===== config.mk =====
export PLATFORM = sky130hd
export DESIGN_NAME = sawt_cmdq
export DESIGN_NICKNAME = d
export VERILOG_FILES = /design/src/sv/sawt_pkg.sv /design/src/sv/sawt_cmdq.sv
export SDC_FILE = /design/constraint.sdc
export NUM_CORES = 1
export LEC_CHECK = 0
export BUFFER_PORTS_ARGS = -buffer_cell sky130_fd_sc_hd__buf_4
export CAP_MARGIN = 20
export CORE_MARGIN = 2
export CORE_UTILIZATION = 47
export DETAILED_ROUTE_END_ITERATION = 8
export PLACE_DENSITY = 0.82
export SKIP_LAST_GASP = 1
export SYNTH_ARGS = -nofsm -noshare
export SYNTH_HDL_FRONTEND = slang
export SYNTH_SLANG_ARGS = --single-unit

===== constraint.sdc =====
create_clock -name clk -period 4 [get_ports clk]
set_input_delay 0.4 -clock clk [delete_from_list [all_inputs] [get_ports clk]]
set_output_delay 0.4 -clock clk [all_outputs]
set_load 0.02 [all_outputs]

===== src/sv/sawt_pkg.sv =====
package sawt_pkg;

    localparam logic [1:0] FUNC_PUSH = 2'd0;
    localparam logic [1:0] FUNC_SEND = 2'd1;
    localparam logic [1:0] FUNC_ACK  = 2'd2;

    localparam logic [2:0] ST_OK      = 3'd0;
    localparam logic [2:0] ST_FULL    = 3'd1;
    localparam logic [2:0] ST_NOTHING = 3'd2;
    localparam logic [2:0] ST_LIMIT   = 3'd3;
    localparam logic [2:0] ST_STALE   = 3'd4;
    localparam logic [2:0] ST_FUTURE  = 3'd5;
    localparam logic [2:0] ST_BEYOND  = 3'd6;

    localparam logic KIND_STATUS = 1'b0;
    localparam logic KIND_DONE   = 1'b1;

    // arg carries the segment count of a push or the sequence of an ack
    typedef struct packed {
        logic [1:0]  func;
        logic [31:0] id;
        logic [31:0] arg;
    } cmd_t;

    typedef struct packed {
        logic        kind;
        logic [2:0]  status;
        logic [31:0] msg_num;
        logic [31:0] seq_start;
        logic [31:0] seq_count;
        logic [31:0] sent_seq;
        logic [31:0] done_id;
        logic [31:0] done_msg_num;
        logic [31:0] unacked_seq;
        logic [31:0] next_seq;
        logic        last;
    } res_t;

    typedef struct packed {
        logic clearing;
    } back_status_t;

    typedef enum logic [1:0] {
        F_IDLE,
        F_MUL,
        F_DIV,
        F_PUT
    } front_state_t;

    typedef enum logic [2:0] {
        B_CLEAR,
        B_IDLE,
        B_SCAN_RD,
        B_SCAN_CHK,
        B_RETIRE
    } back_state_t;

endpackage


===== src/sv/sawt_cmdq.sv =====
module sawt_cmdq
    import sawt_pkg::*;
(
    input  logic clk,
    input  logic rst_n,
    input  logic wr_en,
    input  cmd_t wr_data,
    output logic full,
    input  logic rd_en,
    output cmd_t rd_data,
    output logic empty
);

    cmd_t       ent_reg [2];
    logic       wptr_reg;
    logic       rptr_reg;
    logic [1:0] cnt_reg;

    assign full    = (cnt_reg == 2'd2);
    assign empty   = (cnt_reg == 2'd0);
    assign rd_data = ent_reg[rptr_reg];

    always_ff @(posedge clk)
    begin
        if (wr_en && !full)
        begin
            ent_reg[wptr_reg] <= wr_data;
        end
    end

    always_ff @(posedge clk or negedge rst_n)
    begin
        if (!rst_n)
        begin
            wptr_reg <= 1'b0;
            rptr_reg <= 1'b0;
            cnt_reg  <= 2'd0;
        end
        else
        begin
            if (wr_en && !full)
            begin
                wptr_reg <= ~wptr_reg;
            end
            if (rd_en && !empty)
            begin
                rptr_reg <= ~rptr_reg;
            end
            cnt_reg <= cnt_reg + 2'((wr_en && !full) ? 1 : 0) - 2'((rd_en && !empty) ? 1 : 0);
        end
    end

endmodule


[After elaboration in Yosys (flattened, before gate mapping)]
Memories as Yosys holds them, arrays and structs flattened.
Cells that the tools add are included.
Operators by class
  $add $sub $neg: 2
  multiply operators: 0
  div/mod/pow operators: 0
  magnitude comparators: 0
  equal/unequal tests: 1
  shifts and indexed selects: 0
  muxes and demuxes: 4
  bitwise operators: 2
  reduce and logical (&&, ||, !) cells: 5
Operator list (count)
  $mux 1: 4
  $add 2x1->2: 1
  $eq 2x2->1 const B: 1
  $logic_and 1x1->1: 2
  $logic_not 1->1: 2
  $logic_not 2->1: 1
  $not 1->1: 2
  $sub 2x1->2: 1
Storage, ports and cells
  bits in registers: 4
  bits in latches: 0
  bits in writable memories: 132
  memory bits (read-only): 0
  input bits: 70
  output and inout bits: 68
  logic and storage cells: 18
  memories kept: 1
Memories
  ent_reg: depth 2, width 66, rd ports 1, clocked after Yosys merged registers in 0, wr ports 1, line sawt_cmdq.sv:14  | cmd_t ent_reg [2];

[Longest topological paths before layout]
  word-level depth: 6
  depth in mapped cells: 7
  gate-level depth less buffers: 7

[Least setup slack after synthesis]
Ideal clock, no wire load.
  kind: flip-flop to flip-flop
  from: register cnt_reg[1]
  to: memory ent_reg[0][0] (netlist bit), enable pin
  library setup time: 0.490 ns
  arrival: 3.353 ns
  required time: 3.510 ns
  setup slack: 0.156 ns
  stages on the path, launching flop included: 4
  path buffers: 0
  period minus slack after synthesis: 3.844 ns
  path through: dfrtp_1 -> nand2b_1 -> nand2_1 -> nor2_1
Between the ends
  cells in the longest elaborated chain, start to end: 5
RTL lines
  start: declaration: line sawt_cmdq.sv:17  | logic [1:0] cnt_reg;
  start signal: assignment: line sawt_cmdq.sv:49  | cnt_reg <= cnt_reg + 2'((wr_en && !full) ? 1 : 0) - 2'((rd_en && !empty) ? 1 : 0);
  $eq 2x2->1: line sawt_cmdq.sv:19  | assign full = (cnt_reg == 2'd2);
  $logic_not 1->1: line sawt_cmdq.sv:25  | if (wr_en && !full)
  $logic_and 1x1->1: line sawt_cmdq.sv:25
  $mux 1: line sawt_cmdq.sv:25
  $mux 1 (implied by the code): line sawt_cmdq.sv:27  | ent_reg[wptr_reg] <= wr_data;
  end: declaration: line sawt_cmdq.sv:14
Every way passes these cells.

==> run metrics <==
status finished, final reports clean; chip height 108 um; Post-route DRC 0; mux cell area share after synthesis between 10% and 20%; worst path buffer plus inverter count 1; synth warn 0; total CTS buffers 17; clk_skew around 0.0053 ns; post-route ant nets 0; DR vias 2540; layout cells sized above 1 60.9%; Unique masters post-synth 16; CTS tree done; crit end category output port; switching share of total power 30.1%; sequential fraction of the synthesis area 80.1%; Port-buffer cells 137; FF-to-FF Start cnt_reg[1]; Max FO, Critical Path 67; largest family of logic cells by synthesized area multiplexers; Hold Crit Start wr_data[18]; CTS max path bufs 2; Fmax about 0.37 GHz; hpwl dp 5380 um; IR drop worst, VDD 0.466 mV; Avg Inst Size Synth between 20 and 25 um2; antenna cells 0; final setup fails 0; Pins Over Slew Limit 0; drt total wl 8620 um; met3 Usage GRT under 10%; type of the most critical hold path in2reg; Sw Pwr 1620 uW; CTS resizes 0; final hold violations 0; IO Pins about 140; Root Driver clkbuf_8; Most Crowded Layer GR met2; postcts setup bufs 0; combinational share of power 31.7%; core area 10400 um2; largest net degree at the start of global routing 68; # rows 37; final worst path period share 67.5%; RSZ-0062 raised after global routing no; FF+latch count, synth 136; met1 Use GR 18.6%; clock sinks 136; clk_lat worst skew 0.51 ns; CTS H-Tree Depth 4; final global-route overflow total 0; xor/xnor cell area share of the yosys netlist 0.691%; simple-gate area share of the yosys netlist 0.592%; worst-margin pin slew 1.07 ns; pwr dens approximately 800 nW/um2; worst setup path startpoint rptr_reg; first-pass GRT wire length 13400 um; initial antenna violation count 0; Area Overhead vs Synth 34.7%; Pint 3770 uW; Rel. slew slack 28.4%; Clock power frac 27.7%; post-layout util 65.6%; CP Data Required Time roughly 3.6 ns; CP Launch Type flop; via/cell ratio roughly 4.9; Largest register FFs 132; Reg clk slew, reported paths about 0.06 ns; delay-heaviest family, CP flip-flops; vias in the first global route 2742; Tot GR Track Use 15.7%; Worst path slowest cell dfrtp_4; Final min period around 2.7 ns; worst-path cell chain mux2_2 -> buf_4; RePlAce Congestion 0.708; Arr. time, crit path 2.30 ns; Mapped Area around 5100 um2; final std cells w/o fill 522; Leak Pwr 0.00265 uW; Worst Setup Path Type reg2out; Die ar. approximately 12000 um2; starting density of the core 48.7%; 1st-iter DRT viols 95; met2 usage 25.8%; Flop pwr share 40.6%; WL/cell 16.5 um; Nets 446; Die Width 108 um; Cells after DPL 490; Syn Inst Count 223; Synthesized Nets 295; Adder-Cell Fraction of Synth Area 0.493%; CP peak stage delay 1.11 ns; post-synthesis compound-gate area fraction 0%; DR pass1 iterations 4; max_cap viols 0; post-route setup TNS 0 ns
[cells in the mapped netlist]
master      n  area [um2]
and3_1      1        6.26
buf_2       3        15.0
buf_4       1        7.51
buf_6       3        33.8
dfrtp_1     4         100
edfxtp_1  132        3960
ha_1        2        25.0
inv_1       2        7.51
mux2_2     36         405
mux2_4     30         450
nand2_1     1        3.75
nand2b_1    1        6.26
nor2_1      2        7.51
nor2b_1     1        6.26
xnor2_1     3        26.3
xor2_1      1        8.76
[final timing paths]
check	end	slack, ns	cells after the start
worst min-delay path	ent_reg[0][18]	0.07	1
worst min register to register	cnt_reg[1]	0.52	1
worst max-delay path	rd_data[5]	1.30	2
min in group asynchronous	cnt_reg[0]	0.23	2
worst max register to register	ent_reg[0][25]	1.91	4
max in group asynchronous	rptr_reg	3.65	2
[power groups by stage]
stage	Sequential [uW]	Combinational, uW	Clock [uW]
CTS	2200	1740	1520
global route	2230	1810	1590
detailed placement	2230	1730	0
floorplan	2060	1230	0
global placement	2200	1710	0
finish	2190	1710	1490
[placed cells by master (no fill, tap or decap), types with 3 or more instances in the layout]
| master | count |
|---|---|
| clkbuf_16 | 16 |
| buf_4 | 137 |
| dfrtp_1 | 3 |
| clkinvlp_4 | 4 |
| mux2_2 | 36 |
| bufinv_16 | 3 |
| mux2_4 | 30 |
| clkinv_1 | 3 |
| edfxtp_1 | 132 |
| xnor2_1 | 3 |
[final cells by class]
cell class	count	area, um2
clock inverters	14	159
fillers	708	3580
inverters	2	7.51
clock buffers	17	414
multi-input cells	78	958
repair buffers	139	1060
flip-flops and latches	136	4070
well taps	136	170
[cell families (layout without fill, tap and decap cells)]
| logic type | Yosys count | after routing |
|---|---|---|
| xor+xnor | 4 | 4 |
| fa+ha+maj | 2 | 2 |
| buf+inv | 9 | 172 |
| flops | 136 | 136 |
| mux | 66 | 66 |
| simple gates | 6 | 6 |
[routing by layer]
layer  wire length (um)  share of wire [%]
met1               3550                 41
met2               4430                 51
met3                556                6.5
met4                 77               0.89
met5                  0                  0
[timing repair]
action	in CTS	in global routing
hold buffers	1	0
setup endpoints to repair	0	0
endpoints found under the hold margin	4	0
[per-stage QoR]
stage	worst slack, ns	total power, uW	instance area (um2)	hold WS, ns
2_1_floorplan	0.156	3290	5070	0.104
3_3_place_gp	1.85	3920	6250	0.202
4_1_cts	1.28	5460	6840	0.0413
6_report	1.30	5390	6840	0.0735
3_5_place_dp	1.85	3960	6250	0.204
5_1_grt	1.21	5630	6840	0.0338
Note: power is estimated with default switching activity, not from simulation.
