$ cat config.mk
export PLATFORM = sky130hd
export DESIGN_NAME = sawt_front_flat
export DESIGN_NICKNAME = d
export VERILOG_FILES = /design/src/sv/sawt_pkg.sv /design/src/sv/sawt_in_if.sv /design/src/sv/sawt_front.sv /design/src/flat_wrapper.sv
export SDC_FILE = /design/constraint.sdc
export NUM_CORES = 1
export LEC_CHECK = 0
export BUFFER_PORTS_ARGS = -buffer_cell sky130_fd_sc_hd__buf_2
export CORE_UTILIZATION = 48
export CTS_CLUSTER_SIZE = 40
export DETAILED_ROUTE_END_ITERATION = 8
export PLACE_DENSITY = 0.89
export SYNTH_ARGS = -nofsm -noshare
export SYNTH_HDL_FRONTEND = slang
export SYNTH_SLANG_ARGS = --single-unit
$ cat constraint.sdc
create_clock -name clk -period 2.55 [get_ports clk]
set_input_delay 0.6375 -clock clk [delete_from_list [all_inputs] [get_ports clk]]
set_output_delay 0.6375 -clock clk [all_outputs]
set_load 0.005 [all_outputs]
$ cat src/sv/sawt_pkg.sv
package sawt_pkg;

    localparam logic [1:0] FUNC_PUSH = 2'd0;
    localparam logic [1:0] FUNC_SEND = 2'd1;
    localparam logic [1:0] FUNC_ACK  = 2'd2;

    localparam logic [2:0] ST_OK      = 3'd0;
    localparam logic [2:0] ST_FULL    = 3'd1;
    localparam logic [2:0] ST_NOTHING = 3'd2;
    localparam logic [2:0] ST_LIMIT   = 3'd3;
    localparam logic [2:0] ST_STALE   = 3'd4;
    localparam logic [2:0] ST_FUTURE  = 3'd5;
    localparam logic [2:0] ST_BEYOND  = 3'd6;

    localparam logic KIND_STATUS = 1'b0;
    localparam logic KIND_DONE   = 1'b1;

    // arg carries the segment count of a push or the sequence of an ack
    typedef struct packed {
        logic [1:0]  func;
        logic [31:0] id;
        logic [31:0] arg;
    } cmd_t;

    typedef struct packed {
        logic        kind;
        logic [2:0]  status;
        logic [31:0] msg_num;
        logic [31:0] seq_start;
        logic [31:0] seq_count;
        logic [31:0] sent_seq;
        logic [31:0] done_id;
        logic [31:0] done_msg_num;
        logic [31:0] unacked_seq;
        logic [31:0] next_seq;
        logic        last;
    } res_t;

    typedef struct packed {
        logic clearing;
    } back_status_t;

    typedef enum logic [1:0] {
        F_IDLE,
        F_MUL,
        F_DIV,
        F_PUT
    } front_state_t;

    typedef enum logic [2:0] {
        B_CLEAR,
        B_IDLE,
        B_SCAN_RD,
        B_SCAN_CHK,
        B_RETIRE
    } back_state_t;

endpackage

$ cat src/sv/sawt_in_if.sv
interface sawt_in_if;
    logic        valid;
    logic        ready;
    logic [1:0]  func;
    logic [31:0] request_bytes;
    logic [31:0] request_id;
    logic [31:0] ack_seq;

    modport source (output valid, output func, output request_bytes, output request_id,
                    output ack_seq, input ready);
    modport sink (input valid, input func, input request_bytes, input request_id,
                  input ack_seq, output ready);
endinterface

$ cat src/sv/sawt_front.sv
module sawt_front
    import sawt_pkg::*;
#(
    parameter int SEGMENT_BYTES = 4096
)
(
    input  logic         clk,
    input  logic         rst_n,
    sawt_in_if.sink      in_ch,
    input  back_status_t bstat,
    output logic         q_wr,
    output cmd_t         q_data,
    input  logic         q_full
);

    // ceil(bytes / SEGMENT_BYTES) = floor((bytes + SEGMENT_BYTES - 1) * RCP >> SH),
    // RCP being the rounded-up reciprocal, exact for every 33-bit dividend
    localparam int SH = 33 + $clog2(SEGMENT_BYTES);
    localparam logic [63:0] RCP_L =
        ((64'd1 << SH) + 64'(SEGMENT_BYTES) - 64'd1) / 64'(SEGMENT_BYTES);
    localparam logic [33:0] RCP = RCP_L[33:0];

    front_state_t state_reg, state_next;
    cmd_t         cmd_reg;
    logic [32:0]  dvd_reg;
    logic [50:0]  plo_reg;
    logic [49:0]  phi_reg;
    logic [66:0]  prod;
    logic         take;

    assign in_ch.ready = (state_reg == F_IDLE) && !bstat.clearing;
    assign take        = in_ch.valid && in_ch.ready;
    assign prod        = 67'(plo_reg) + {phi_reg, 17'd0};
    assign q_data      = cmd_reg;

    always_comb
    begin
        state_next = state_reg;
        q_wr       = 1'b0;
        case (state_reg)
            F_IDLE:
            begin
                if (take)
                begin
                    if (in_ch.func == FUNC_PUSH)
                    begin
                        state_next = F_MUL;
                    end
                    else if (in_ch.func == FUNC_SEND || in_ch.func == FUNC_ACK)
                    begin
                        state_next = F_PUT;
                    end
                end
            end
            F_MUL:
            begin
                state_next = F_DIV;
            end
            F_DIV:
            begin
                state_next = F_PUT;
            end
            F_PUT:
            begin
                if (!q_full)
                begin
                    q_wr       = 1'b1;
                    state_next = F_IDLE;
                end
            end
            default:
            begin
                state_next = F_IDLE;
            end
        endcase
    end

    always_ff @(posedge clk or negedge rst_n)
    begin
        if (!rst_n)
        begin
            state_reg <= F_IDLE;
        end
        else
        begin
            state_reg <= state_next;
        end
    end

    // partial products of the two dividend halves, then one add and a shift
    always_ff @(posedge clk)
    begin
        if (take)
        begin
            cmd_reg.func <= in_ch.func;
            cmd_reg.id   <= in_ch.request_id;
            cmd_reg.arg  <= in_ch.ack_seq;
            dvd_reg      <= {1'b0, in_ch.request_bytes} + 33'(SEGMENT_BYTES - 1);
        end
        if (state_reg == F_MUL)
        begin
            plo_reg <= 51'(dvd_reg[16:0]) * 51'(RCP);
            phi_reg <= 50'(dvd_reg[32:17]) * 50'(RCP);
        end
        if (state_reg == F_DIV)
        begin
            cmd_reg.arg <= 32'(prod >> SH);
        end
    end

endmodule

$ cat src/flat_wrapper.sv
// flat-port wrapper written by rule: the top's interface ports become plain ports
module sawt_front_flat import sawt_pkg::*;
#(
    parameter int SEGMENT_BYTES = 4096
)
  (clk, rst_n, bstat, q_wr, q_data, q_full, in_ch_valid, in_ch_func, in_ch_request_bytes, in_ch_request_id, in_ch_ack_seq, in_ch_ready);
  sawt_in_if in_ch_i ();
  input  logic clk;
  input  logic rst_n;
  input  back_status_t bstat;
  output logic q_wr;
  output cmd_t q_data;
  input  logic q_full;
  input wire logic [$bits(in_ch_i.valid)-1:0] in_ch_valid;
  input wire logic [$bits(in_ch_i.func)-1:0] in_ch_func;
  input wire logic [$bits(in_ch_i.request_bytes)-1:0] in_ch_request_bytes;
  input wire logic [$bits(in_ch_i.request_id)-1:0] in_ch_request_id;
  input wire logic [$bits(in_ch_i.ack_seq)-1:0] in_ch_ack_seq;
  output wire logic [$bits(in_ch_i.ready)-1:0] in_ch_ready;
  assign in_ch_i.valid = in_ch_valid;
  assign in_ch_i.func = in_ch_func;
  assign in_ch_i.request_bytes = in_ch_request_bytes;
  assign in_ch_i.request_id = in_ch_request_id;
  assign in_ch_i.ack_seq = in_ch_ack_seq;
  assign in_ch_ready = in_ch_i.ready;
  sawt_front #(.SEGMENT_BYTES(SEGMENT_BYTES)) u_core (.clk(clk), .rst_n(rst_n), .in_ch(in_ch_i), .bstat(bstat), .q_wr(q_wr), .q_data(q_data), .q_full(q_full));
endmodule
-- After elaboration in Yosys (flattened, before gate mapping)
Cells that the tools add are included.
- bits in registers: 134
- logic and storage cells: 35
- bits of input ports: 103
- output and inout port bits: 68
- reduce and logical (&&, ||, !) cells: 8
- add/sub/neg operators: 2
- equal/unequal tests: 8
- muxes and demuxes: 9
- operators by type and width (kind ; count):
    adder 50 x 66 -> 67 bit ; 1
    2-to-1 mux 22 bit ; 2
    adder 32 x 12 -> 33 bit (second input constant) ; 1
    2-to-1 mux 2 bit ; 4
    one-hot mux 2 bit (4 select lines) ; 1
    == test 2 bit (second input constant) ; 3
    == test 2 x 1 -> 1 bit (second input constant) ; 2
    logical NOT 2 bit ; 2
    != test 3 bit (second input constant) ; 1
    AND reduction 3 bit ; 1
    logical AND 1 bit ; 2
    2-to-1 mux 1 bit ; 2
    != test 2 x 1 -> 1 bit (second input constant) ; 1
    != test 2 bit (second input constant) ; 1
    nonzero test 2 bit ; 1
    logical NOT 1 bit ; 1
    logical OR 1 bit ; 1

-- Depth between registers and ports, before layout
Gate-level depths: netlist (run 1).
- depth in word-level cells: 6
- depth in mapped cells: 8
- gate-level depth less buffers: 8

-- Worst setup path before layout (run 1)
OpenSTA, ideal clock, no wires.
- kind: reg2reg
- start: reg u_core.state_reg[0]
- end: reg u_core.dvd_reg[12] (enable)
- clock period less this slack: 2.164 ns
- buffers on the path: 1
- arrival time: 1.774 ns
- stages on the path, launching flop included: 7
- setup time: 0.391 ns
- required time: 2.159 ns
- path slack: 0.386 ns
- cell sequence: dfrtp_1 inv_1 ha_1 nor2b_1 nand2_1 inv_1 buf_2
- cells in the longest elaborated chain, start to end: 3
- ends and longest elaborated chain (what ; RTL line ; text):
    start, declared ; sawt_front.sv:23 ; front_state_t state_reg, state_next;
    start signal, assigned ; sawt_front.sv:86 ; state_reg <= state_next;
    logical NOT 2 bit ; sawt_front.sv:31 ; assign in_ch.ready = (state_reg == F_IDLE) && !bstat.clearing;
    logical AND 1 bit ; sawt_front.sv:31 ;
    named net in_ch_ready ; flat_wrapper.sv:19 ; output wire logic [$bits(in_ch_i.ready)-1:0] in_ch_ready;
    logical AND 1 bit ; sawt_front.sv:32 ; assign take = in_ch.valid && in_ch.ready;
    named net u_core.take ; sawt_front.sv:29 ; logic take;
    end signal, assigned ; sawt_front.sv:98 ; dvd_reg <= {1'b0, in_ch.request_bytes} + 33'(SEGMENT_BYTES - 1);
    end, declared ; sawt_front.sv:25 ; logic [32:0] dvd_reg;
The timed path passes the listed nets, and every way through them passes these cells.
A chain may end at the register's enable or synchronous reset.

-- Worst setup path after layout (run 1)
- start: reg u_core.state_reg[0]
- end: reg u_core.state_reg[1]
- cells in the longest elaborated chain, start to end: 5
- elaborated cells between the ends (all ways): 11
- classes of those cells: 6 x eq/ne; 1 x mux; 4 x reduce/logical
- ends and longest elaborated chain (what ; RTL line):
    logical NOT 2 bit ; sawt_front.sv:31, sawt_front.sv:40
    logical AND 1 bit ; sawt_front.sv:31
    logical AND 1 bit ; sawt_front.sv:32
    != test 2 x 1 -> 1 bit (no line) ; -
    AND reduction 3 bit (no line) ; -
Parallel ways exist; a longest one is shown, timed or not.

==> impl_metrics.ini, run 1 <==
[logic_synthesis]
synth-seq-cells = 110
average_cell_area_after_synthesis_sq_um = 16.9
yosys.area_share.adder = 0.0149
synth_simple_gate_area_frac = 0.0922
synth_sequential_area_ratio = 0.762
synth_cells = 248
synth_cell_type_count = 31
synth_top_family_by_area = simple AND/OR/NAND/NOR gates
synth_async_sr_flop_share = 0.0182
synth_flop_cell = edfxtp_1
synth_edf_count = 98
synth_compound_gate_area_share = 0.0167
synth_xor_xnor_area_share = 0.0418
post_synth_mux_area_share = 0.0612
yosys-top-cells-area = edfxtp_1 70%, mux2_2 5.6%, dfxtp_1 4.8%, xnor2_1 3.1%, nand2_1 2.7%
post-synth-top-area-cell = edfxtp_1
syn_area_sq_um = 4190
syn-num-nets = 356
ys_warn_count = 0
synth_top_area_share = 0.702

[clock_tree]
clockRootBuffer = clkbuf_8
htreeDepth = 3
post_cts.resized_instances = 0
holdBufCountCts = 0
numCtsBuffers = 9
cts.reportedPaths.clkPinSlew_ps = 90
numClockSinks = 110
worst_skew_pair_latency_ps = 350
cts_tree = yes
clock_path_buffers = 2
post_cts_setup_bufs = 0

[routing]
drc_errors = 0
vias = 2632
route.detailed.wl_per_inst_um = 14.4
ant_nets = 0
routed_wl_um = 7740
vias_per_cell = 4.89
drtIter0Drc = 91
detailedRoute.firstPassIterationCount = 4

[power]
power_leakage_nw = 2.15
fin_total_pwr_mw = 4.68
power_density_nw_per_um2 = 871
ir_worst_vdd_mv = 0.382

[finish]
fin_cells = 538
finish.net_count = 535
final_layout_size_suffix_gt1_frac = 0.505
final_cell_mix = 170 x buf_2, 98 x edfxtp_1, 30 x nand2_1
largest_register_ffs = 66
mostFrequentLayoutCell = buf_2
area.growth.synth_to_final_pct = 28.1

[critical_path]
cp-end-kind = register
worstPathMaxFanout = 66
path_cells = inv_1 -> ha_1 -> nor2b_1 -> nand2_1 -> inv_2 -> buf_12 -> nand2_1 -> a22o_1 -> mux2i_1
path_class = reg -> reg
worst_path_max_delay_cell = dfrtp_1
timing.critical_path.slowest_cell_delay_ps = 420
timing.rr.start = u_core.state_reg[0]$_DFFE_PN0P_
crit_arrival_ps = 2480
timing.critical_path.from = u_core.state_reg[0]$_DFFE_PN0P_
worst_ep_required_time_ps = 2810
critical-path-top-delay-family = buffers and inverters
critPathMostFrequentCell = nand2_1
cp_num_buf_inv = 3
worst_setup_path_start_kind = register

[placement]
buffer_ports.inserted = 170
placed_cells_incl_taps = 521
gp_congestion = 0.730
dp_hpwl_um = 5970
pre_cts_slack_ps = 368

[timing]
maxClockFrequency_ghz = 0.451
slew_headroom = 0.643
finalCritPeriodShare = 0.869
final.setup_skew_ps = 8.96
final_hold_viol_count = 0
tightest_slew_ps = 535
final_critical_path_setup_slack_ps = 333
finalMaxSlewViolations = 0
period_minus_slack_ps = 2220
fin_hold_ws_ps = 53.6
rsz0062_at_grt = no
final.setup.tns_ps = 0
setup_viol_count_final = 0

[grt]
grt_start_max_net_pins = 67
grt_first_pass_wirelength_um = 11100
grtUsageTotal = 0.168
grt.overflow.total = 0
antenna_found_initial = 1
vias_in_the_first_global_route = 2419

[die]
die_ht_um = 95.5
placement_rows = 33
starting_utilization_of_the_core_area = 0.503
coreArea_sq_um = 8340
io_pins = 171
die_width_um = 95.5
die_area_sq_um = 9110

[job]
drv_cap = 0

[min_path]
worst_min_path_class = in -> async

[status]
run_status = finished clean
==> cells by family after synthesis <==
| group | after synthesis |
|---|---|
| simple gates | 67 |
| fa+ha+maj | 5 |
| xor+xnor | 20 |
| flops | 110 |
| buf+inv | 10 |
| mux | 23 |
| compound gates | 13 |
==> layer usage <==
layer | part of all wire | global-route usage | wire [um] | vias to the layer above
met5 | 0 | 0 | 0 | -
met4 | 0.033 | 0.113 | 256 | 0
met3 | 0.054 | 0.0295 | 419 | 20
met2 | 0.53 | 0.293 | 4090 | 103
met1 | 0.38 | 0.187 | 2970 | 1219
li1 | - | - | - | 1290
==> stage by stage <==
step | area, sq um | util
2_1_floorplan | 4190 | -
3_3_place_gp | 5190 | 0.622
3_5_place_dp | 5190 | 0.622
4_1_cts | 5370 | 0.644
5_1_grt | 5370 | 0.644
6_report | 5370 | 0.644
==> cell usage after synthesis (2+ instances only) <==
cell	instances
nand3_2	2
nand2_1	30
mux2i_1	2
nor4_1	3
inv_1	3
buf_2	3
clkbuf_1	3
ha_1	5
xor2_1	5
nand4_1	7
xnor2_1	15
nor2b_1	3
and3_1	5
nor2_1	2
dfxtp_1	10
and4_1	3
nand3_1	6
a21oi_1	10
mux2_2	21
edfxtp_1	98
dfrtp_1	2
==> report_power, final <==
group | internal (mW) | switching, mW | total [mW]
clock network | 0.399 | 0.553 | 0.952
registers | 2.49 | 0.118 | 2.60
logic | 0.509 | 0.614 | 1.12
total | 3.39 | 1.28 | 4.68
==> cell type report <==
type	count	area, sq um
Sequential cell	110	3190
Fill cell	637	2970
Multi-Input combinational cell	128	951
Timing Repair Buffer	175	901
Clock buffer	12	145
Tap cell	105	131
Clock inverter	4	37.5
Inverter	3	11.3
Antenna cell	1	2.50
==> path summary, 6_finish.rpt <==
path | to | slack [ps] | depth (start not counted)
min in group clk | u_core.phi_reg[44]$_DFFE_PN_ | 420 | 0
worst max-delay path | u_core.state_reg[1]$_DFFE_PN0P_ | 330 | 9
worst min register to register | u_core.phi_reg[44]$_DFFE_PN_ | 420 | 0
worst max register to register | u_core.state_reg[1]$_DFFE_PN0P_ | 330 | 9
max in group asynchronous | u_core.state_reg[0]$_DFFE_PN0P_ | 2400 | 1
worst min-delay path | u_core.state_reg[1]$_DFFE_PN0P_ | 50 | 1
No activity file was read; power rests on OpenSTA's default activity.
==> inputs of run 2 (changes only) <==
PLACE_DENSITY = 0.85   (was 0.89)
==> run 2 against run 1 <==
Net effect:
- sequential cell count did not move
- cell count fell by 0.19%
- global-route usage fell by 0.12 points
- highest routed layer unchanged
- wire length rose by 0.50%
- setup slack got worse by 14 ps
- critical endpoint unchanged
- largest cell class unchanged
- non-clock buffer count fell by 1
- critical path depth did not move
- combinational power barely moved
- clock skew rose by 2.2 ps
==> impl_metrics.ini, run 2 (synthesis gave the netlist of run 1 again) <==
[routing]
ant_nets = 0
routed_wl_um = 7780
detailedRoute.firstPassIterationCount = 7
vias = 2630
drtIter0Drc = 96
drc_errors = 0
vias_per_cell = 4.90
route.detailed.wl_per_inst_um = 14.5

[critical_path]
path_cells = inv_1 -> ha_1 -> nor2b_1 -> nand2_1 -> inv_2 -> buf_12 -> nand2_1 -> a22o_1 -> mux2i_1
worstPathMaxFanout = 66
timing.critical_path.slowest_cell_delay_ps = 430
path_class = reg -> reg
worst_setup_path_start_kind = register
worst_path_max_delay_cell = dfrtp_1
crit_arrival_ps = 2490
worst_ep_required_time_ps = 2810
critPathMostFrequentCell = nand2_1
cp-end-kind = register

[grt]
antenna_found_initial = 1
grt_first_pass_wirelength_um = 11200
grt_start_max_net_pins = 67
grtUsageTotal = 0.167
grt.overflow.total = 0
vias_in_the_first_global_route = 2428

[finish]
final_cell_mix = 170 x buf_2, 98 x edfxtp_1, 30 x nand2_1
mostFrequentLayoutCell = buf_2
final_layout_size_suffix_gt1_frac = 0.506
area.growth.synth_to_final_pct = 28.4
largest_register_ffs = 66
finish.net_count = 534
post-route-util = 0.646
stdcell_area_sq_um = 5390

[timing]
finalMaxSlewViolations = 0
maxClockFrequency_ghz = 0.448
tightest_slew_ps = 539
finalCritPeriodShare = 0.875
slew_headroom = 0.640
setup_viol_count_final = 0
rsz0062_at_grt = no
period_minus_slack_ps = 2230
final.setup.tns_ps = 0
final_hold_viol_count = 0
final_critical_path_setup_slack_ps = 319
final.setup_skew_ps = 11.2

[clock_tree]
post_cts.resized_instances = 0
post_cts_setup_bufs = 0
cts_tree = yes
worst_skew_pair_latency_ps = 360
clock_path_buffers = 2
clockRootBuffer = clkbuf_8
numCtsBuffers = 9
cts.reportedPaths.clkPinSlew_ps = 100
htreeDepth = 3
holdBufCountCts = 0
numClockSinks = 110

[placement]
pre_cts_slack_ps = 302
cell_area_placed_sq_um = 5180
gp_congestion = 0.730
buffer_ports.inserted = 170
dp_hpwl_um = 5850

[min_path]
worst_min_path_class = in -> async

[die]
die_ht_um = 95.5
starting_utilization_of_the_core_area = 0.503
die_width_um = 95.5
coreArea_sq_um = 8340
die_area_sq_um = 9110
io_pins = 171
placement_rows = 33

[power]
power_leakage_nw = 2.15
ir_worst_vdd_mv = 0.361
power_density_nw_per_um2 = 880

[job]
drv_cap = 0

[status]
run_status = finished clean
[run 2: path summary, 6_finish.rpt]
kind | startpoint | endpoint | slack, ps | depth (start not counted)
max in group asynchronous | rst_n | u_core.state_reg[1]$_DFFE_PN0P_ | 2390 | 1
setup / recovery | u_core.state_reg[0]$_DFFE_PN0P_ | u_core.state_reg[1]$_DFFE_PN0P_ | 320 | 9
setup reg to reg | u_core.state_reg[0]$_DFFE_PN0P_ | u_core.state_reg[1]$_DFFE_PN0P_ | 320 | 9
hold reg to reg | u_core.dvd_reg[25]$_DFFE_PP_ | u_core.phi_reg[41]$_DFFE_PN_ | 430 | 0
hold / removal | rst_n | u_core.state_reg[0]$_DFFE_PN0P_ | 50 | 1
min in group clk | u_core.dvd_reg[25]$_DFFE_PP_ | u_core.phi_reg[41]$_DFFE_PN_ | 430 | 0
[run 2: stage by stage]
step           cells  hold WS [ps]  total power [mW]
2_1_floorplan    248           342              3.24
3_3_place_gp     520           403              3.71
3_5_place_dp     520           405              3.78
4_1_cts          536          33.8              4.80
5_1_grt          537          31.8              4.97
6_report         537          51.6              4.74
[run 2: metal layers]
metal | share of wire | track usage
met1 | 0.40 | 0.195
met2 | 0.53 | 0.296
met3 | 0.049 | 0.0287
met4 | 0.020 | 0.0808
met5 | 0 | 0
[run 2: where the power goes]
group          switching [mW]  internal, mW  total [mW]
clock                   0.568         0.455        1.02
sequential              0.115          2.49        2.60
combinational           0.606         0.508        1.11
total                    1.29          3.45        4.74
[run 2: area by class of cell]
class                      count  area (sq um)
sequential                   110          3190
fill                         643          2960
multi-input combinational    128           951
timing repair buffer         174           893
clock buffer                  12           166
tap                          105           131
clock inverter                 4          36.3
inverter                       3          11.3
antenna                        1          2.50
[run 2: critical path, delay by kind of cell, from the launching register on]
kind,cells,cell delay [ps]
DFF,1,430
buffers and inverters,3,590
and+or+nand+nor,3,500
AOI/OAI and AO/OA,1,230
muxes,1,190
adders and majority gates,1,190
